$ cat src/sjpq_pkg.sv
// Shared types, widths and codes of the sorted job priority queue.
package sjpq_pkg;

    localparam int SJPQ_DEPTH    = 32;
    localparam int SIZE_W        = 16;
    localparam int PID_W         = 8;
    localparam int TIME_W        = 32;
    localparam int OCC_W         = 6;
    localparam int WAIT_W        = 48;
    localparam int JOBS_W        = 32;

    typedef enum logic {
        OP_INSERT = 1'b0,
        OP_REMOVE = 1'b1
    } t_opcode;

    typedef enum logic [1:0] {
        ST_DONE  = 2'd0,
        ST_FULL  = 2'd1,
        ST_EMPTY = 2'd2
    } t_status;

    typedef struct packed {
        logic [SIZE_W-1:0] size;
        logic [PID_W-1:0]  owner;
        logic [TIME_W-1:0] stamp;
    } t_job;

    typedef struct packed {
        logic ins;
        logic rem;
        t_job new_job;
    } t_cell_ctl;

endpackage

$ cat src/sjpq_cell.sv
// One slot of the sorted chain: holds a job and trades it with its neighbors.
module sjpq_cell (
    input  logic                i_clk,
    input  sjpq_pkg::t_cell_ctl i_ctl,
    input  logic                i_occupied,
    input  logic                i_left_keep,
    input  sjpq_pkg::t_job      i_left_job,
    input  sjpq_pkg::t_job      i_right_job,
    output logic                o_keep,
    output sjpq_pkg::t_job      o_job
);
    import sjpq_pkg::*;

    t_job r_job;
    t_job n_job;

    // A held job stays in place on insert when its size does not exceed the new one.
    assign o_keep = i_occupied && (r_job.size <= i_ctl.new_job.size);
    assign o_job  = r_job;

    always_comb begin
        n_job = r_job;
        if (i_ctl.ins) begin
            if (!o_keep) begin
                n_job = i_left_keep ? i_ctl.new_job : i_left_job;
            end
        end else if (i_ctl.rem) begin
            n_job = i_right_job;
        end
    end

    always_ff @(posedge i_clk) begin
        r_job <= n_job;
    end

endmodule

$ cat config.mk
export PLATFORM = sky130hd
export DESIGN_NAME = sjpq_cell
export DESIGN_NICKNAME = d
export VERILOG_FILES = /design/src/sjpq_pkg.sv /design/src/sjpq_cell.sv
export SDC_FILE = /design/constraint.sdc
export NUM_CORES = 1
export LEC_CHECK = 0
export BUFFER_PORTS_ARGS = -buffer_cell sky130_fd_sc_hd__buf_4
export CAP_MARGIN = 10
export CORE_MARGIN = 2
export CORE_UTILIZATION = 45
export DETAILED_ROUTE_END_ITERATION = 8
export PLACE_DENSITY = 0.86
export SLEW_MARGIN = 15
export SYNTH_ARGS = -nofsm -noshare
export SYNTH_HDL_FRONTEND = slang
export SYNTH_SLANG_ARGS = --single-unit
$ cat constraint.sdc
create_clock -name i_clk -period 4.63 [get_ports i_clk]
set_input_delay 0.6945 -clock i_clk [delete_from_list [all_inputs] [get_ports i_clk]]
set_output_delay 0.6945 -clock i_clk [all_outputs]
set_load 0.05 [all_outputs]
* After elaboration in Yosys (flattened, before gate mapping)
Cells that the tools add are included.
** Cells by class
- Order comparisons :: 1
- Equal/unequal tests :: 1
- Multiplexer cells :: 4
- Reductions and logical operators :: 3
** Operators by type and width (number)
- 56-bit 2-to-1 mux :: 4
- 16-bit less-or-equal comparator :: 1
- 2-bit inequality test, second input constant :: 1
- 2-bit AND reduction :: 1
- 2-bit nonzero test :: 1
- 1-bit logical AND :: 1
** Storage, ports and cells
- Register bits after elaboration :: 56
- Output and inout bits :: 57
- Logic and storage cells :: 12

* Longest topological paths before layout
- Depth in word-level cells :: 4
- Mapped depth :: 7
- Mapped depth without buffers :: 7

* Worst setup path before layout
OpenSTA, ideal clock, no wires.
- Path kind :: input port to flip-flop
- From :: in i_ctl[54] (netlist name)
- To :: reg r_job, in the netlist o_job[0] (enable)
- Library setup time :: 0.412 ns
- Data arrival time :: 2.844 ns
- Data required time :: 4.218 ns
- Setup slack :: 1.374 ns
- Stages on the path :: 7
- Path buffers :: 0
- Cells stage by stage :: inv_1 ha_1 nand4_2 nor3_2 a21boi_2 o31a_1 a21o_1
** On the way
- Longest elaborated chain between the ends :: 4
** RTL lines
- start: declaration :: line sjpq_cell.sv:4 : input sjpq_pkg::t_cell_ctl i_ctl,
- 16-bit less-or-equal comparator :: line sjpq_cell.sv:18 : assign o_keep = i_occupied && (r_job.size <= i_ctl.new_job.size);
- 1-bit logical AND :: line sjpq_cell.sv:18
- 2-bit inequality test (no source line)
- 2-bit AND reduction (no source line)
- end signal: assignment :: line sjpq_cell.sv:33 : r_job <= n_job;
- end: declaration :: line sjpq_cell.sv:14 : t_job r_job;
No other way between the ends.
A chain may end at the register's enable or synchronous reset.

* Final worst setup path
- From :: in i_ctl[41] (netlist name)
- To :: out o_keep
** On the way
- Longest elaborated chain between the ends :: 2
** RTL lines
- 16-bit less-or-equal comparator :: line sjpq_cell.sv:18
- 1-bit logical AND :: line sjpq_cell.sv:18
- end: declaration :: line sjpq_cell.sv:9 : output logic o_keep,
No other way between the ends.

==> qor.yml <==
status: "completed"
routedWlPerCell_um: 15.67
largest_reg_flops: 56
start_util: 0.4600
synth_seq_cells: 56
numCtsBuffers: 5
drt_iter0_drc: 90
die_y_um: 89.65
syn_area_per_cell_um2: 10.93
synth_common_cells: "a21oi_1, nor2_1, edfxtp_1, mux2i_1"
yosysMostFrequentCell: "a21oi_1"
yosysSeqAreaShare: 0.5095
hpwl_um: 7999
yosys.area.top_type_share: 0.5095
synth_xor_area_frac: 0
clockBufferDepth: 2
grt_use_total: 0.2314
cp-end-kind: "output pin"
cp_data_required_time_ps: 3940
synth_edf_count: 56
p_leak_uw: 0.002491
reg2reg_depth: 7
slowest_delay_ps: 300
critPathMostFrequentCell: "buf_4"
grt_setup_unrepaired: "no"
drc: 0
grt_pass1_wl_um: 13930
pin_count: 230
synth_nets: 491
dpl_worst_slack_ps: 1509
wl_um: 9746
fin_nets: 711
setup_viol: 0
cts_num_sinks: 56
die_w_um: 89.65
fin_skew_ps: 7.617
async_flop_share: 0
power_density_nw_per_um2: 290.6
layout-drive-gt1-share: 0.4704
layout_setup_ws_ps: 1741
area_delta_synth_final_pct: 55.46
htreeDepth: 2
overflow: 0
grt_start_max_net_pins: 63
synth_ff_type: "edfxtp_1"
synth_compound_area_frac: 0.1183
netlist_area_um2: 3301
max_freq_mhz: 346.1
min_period_ps: 2889
num_vias: 3094
synth_simple_gate_area_frac: 0.08757
worst_pin_slew_ps: 950.3
vias_per_cell: 4.974
synth_fa_ha_area_frac: 0.06065
hold_viol: 0
postCtsHoldBufs: 0
synthTopCellsByArea: "edfxtp_1, mux2i_1, a21oi_1"
finalSetupTns_ps: 0
postCtsResizedCells: 0
yosys-mux-area-fraction: 0.1698
ys.warnings.count: 0
place.gp.congestion: 0.9164
cts_tree: "done"
yosys.area.top_type: "edfxtp_1"
crit_path_cell_trace: "buf_4, inv_1, ha_1, nor2b_2, o211ai_2, a21boi_2, o31a_1, nor2b_1, buf_4"
first_pass_iters: 4
path_class: "in -> out"
min_path_cells: 3
synth_cell_types: 27
drtAntennaViolNets: 0
synth_top_family_by_area: "multiplexers"
core_um2: 7176
cp_slowest_cell: "ha_1"
synthCells: 302
maxSlewHeadroom: 0.3665
grt_antenna_before_repair: 0
dieArea_um2: 8036
cts.clk_slew.worst_paths_ps: 90
arrival_ps: 2190
diodes: 0
maxSlewViolCount: 0
cts_setup_buffers: 0
hp-class: "in -> reg"
ir_worst_vdd_mv: 0.1672
clkLatencyLatePin_ps: 300
root_buffer: "clkbuf_8"
cp-start-kind: "input port"
drv_cap: 0
critPathMaxFanout: 2
grt_pass1_vias: 2973
fp-row-count: 31
fin_crit_sh: 0.6240
numPortBuffers: 229
==> kinds of logic after synthesis <==
group | Yosys count
buffers and inverters | 35
multiplexers | 56
flip-flops | 56
AO/OA/AOI/OAI | 71
adder cells (fa/ha/maj) | 16
AND/OR/NAND/NOR | 68
==> cell type report <==
class | count | area [um^2]
Multi-Input combinational cell | 211 | 1441
Timing Repair Buffer | 232 | 1742
Tap cell | 99 | 123.9
Clock inverter | 3 | 13.76
Clock buffer | 5 | 68.82
Inverter | 16 | 60.06
Fill cell | 557 | 2044
Sequential cell | 56 | 1682
==> path summary, 6_finish.rpt <==
path	start	endpoint	slack (ps)
max	i_ctl[41]	o_keep	1740
min	i_right_job[2]	o_job[2]	710
max reg2reg	o_job[54]	o_job[48]	1910
min reg2reg	o_job[42]	o_job[54]	1540
==> where the power goes <==
| group | internal [uW] | switching [uW] | leakage, uW |
|---|---|---|---|
| Clock | 103 | 140 | 0.0000453 |
| Combinational | 230 | 363 | 0.00189 |
| Sequential | 633 | 21.9 | 0.000551 |
| Total | 966 | 525 | 0.00249 |
==> per-stage QoR <==
| step | hold slack (ps) | std cells | total power (uW) | utilization | area, um^2 |
|---|---|---|---|---|---|
| global placement | 1013 | 614 | 1244 | 0.7036 | 5049 |
| CTS | 704.5 | 622 | 1503 | 0.7151 | 5131 |
| floorplan | 919.5 | 302 | 1015 | - | 3301 |
| finish | 714.6 | 622 | 1491 | 0.7151 | 5131 |
| detailed placement | 1019 | 614 | 1260 | 0.7036 | 5049 |
| global route | 708.7 | 622 | 1560 | 0.7151 | 5131 |
==> worst max-delay path, delay by kind of cell <==
family,cells,cell delay [ps]
AND/OR/NAND/NOR,2,310
buffers and inverters,3,340
AO/OA/AOI/OAI,3,550
adder cells (fa/ha/maj),1,300
==> layout by cell type (no fill, tap or decap), types with 2 or more instances in the layout <==
cell,instances
clkinv_2,2
edfxtp_1,56
inv_1,16
ha_1,16
a21oi_1,62
buf_4,232
nand4_1,2
mux2i_1,56
nand2_1,3
nor2_1,57
clkbuf_8,5
==> routing by layer <==
layer	global-route usage	vias up	share of wire
li1	-	1539	-
met5	0	-	0
met3	0.06856	23	0.097
met1	0.2424	1373	0.34
met2	0.4311	159	0.53
met4	0.09091	0	0.026
No activity file was read; power rests on OpenSTA's default activity.
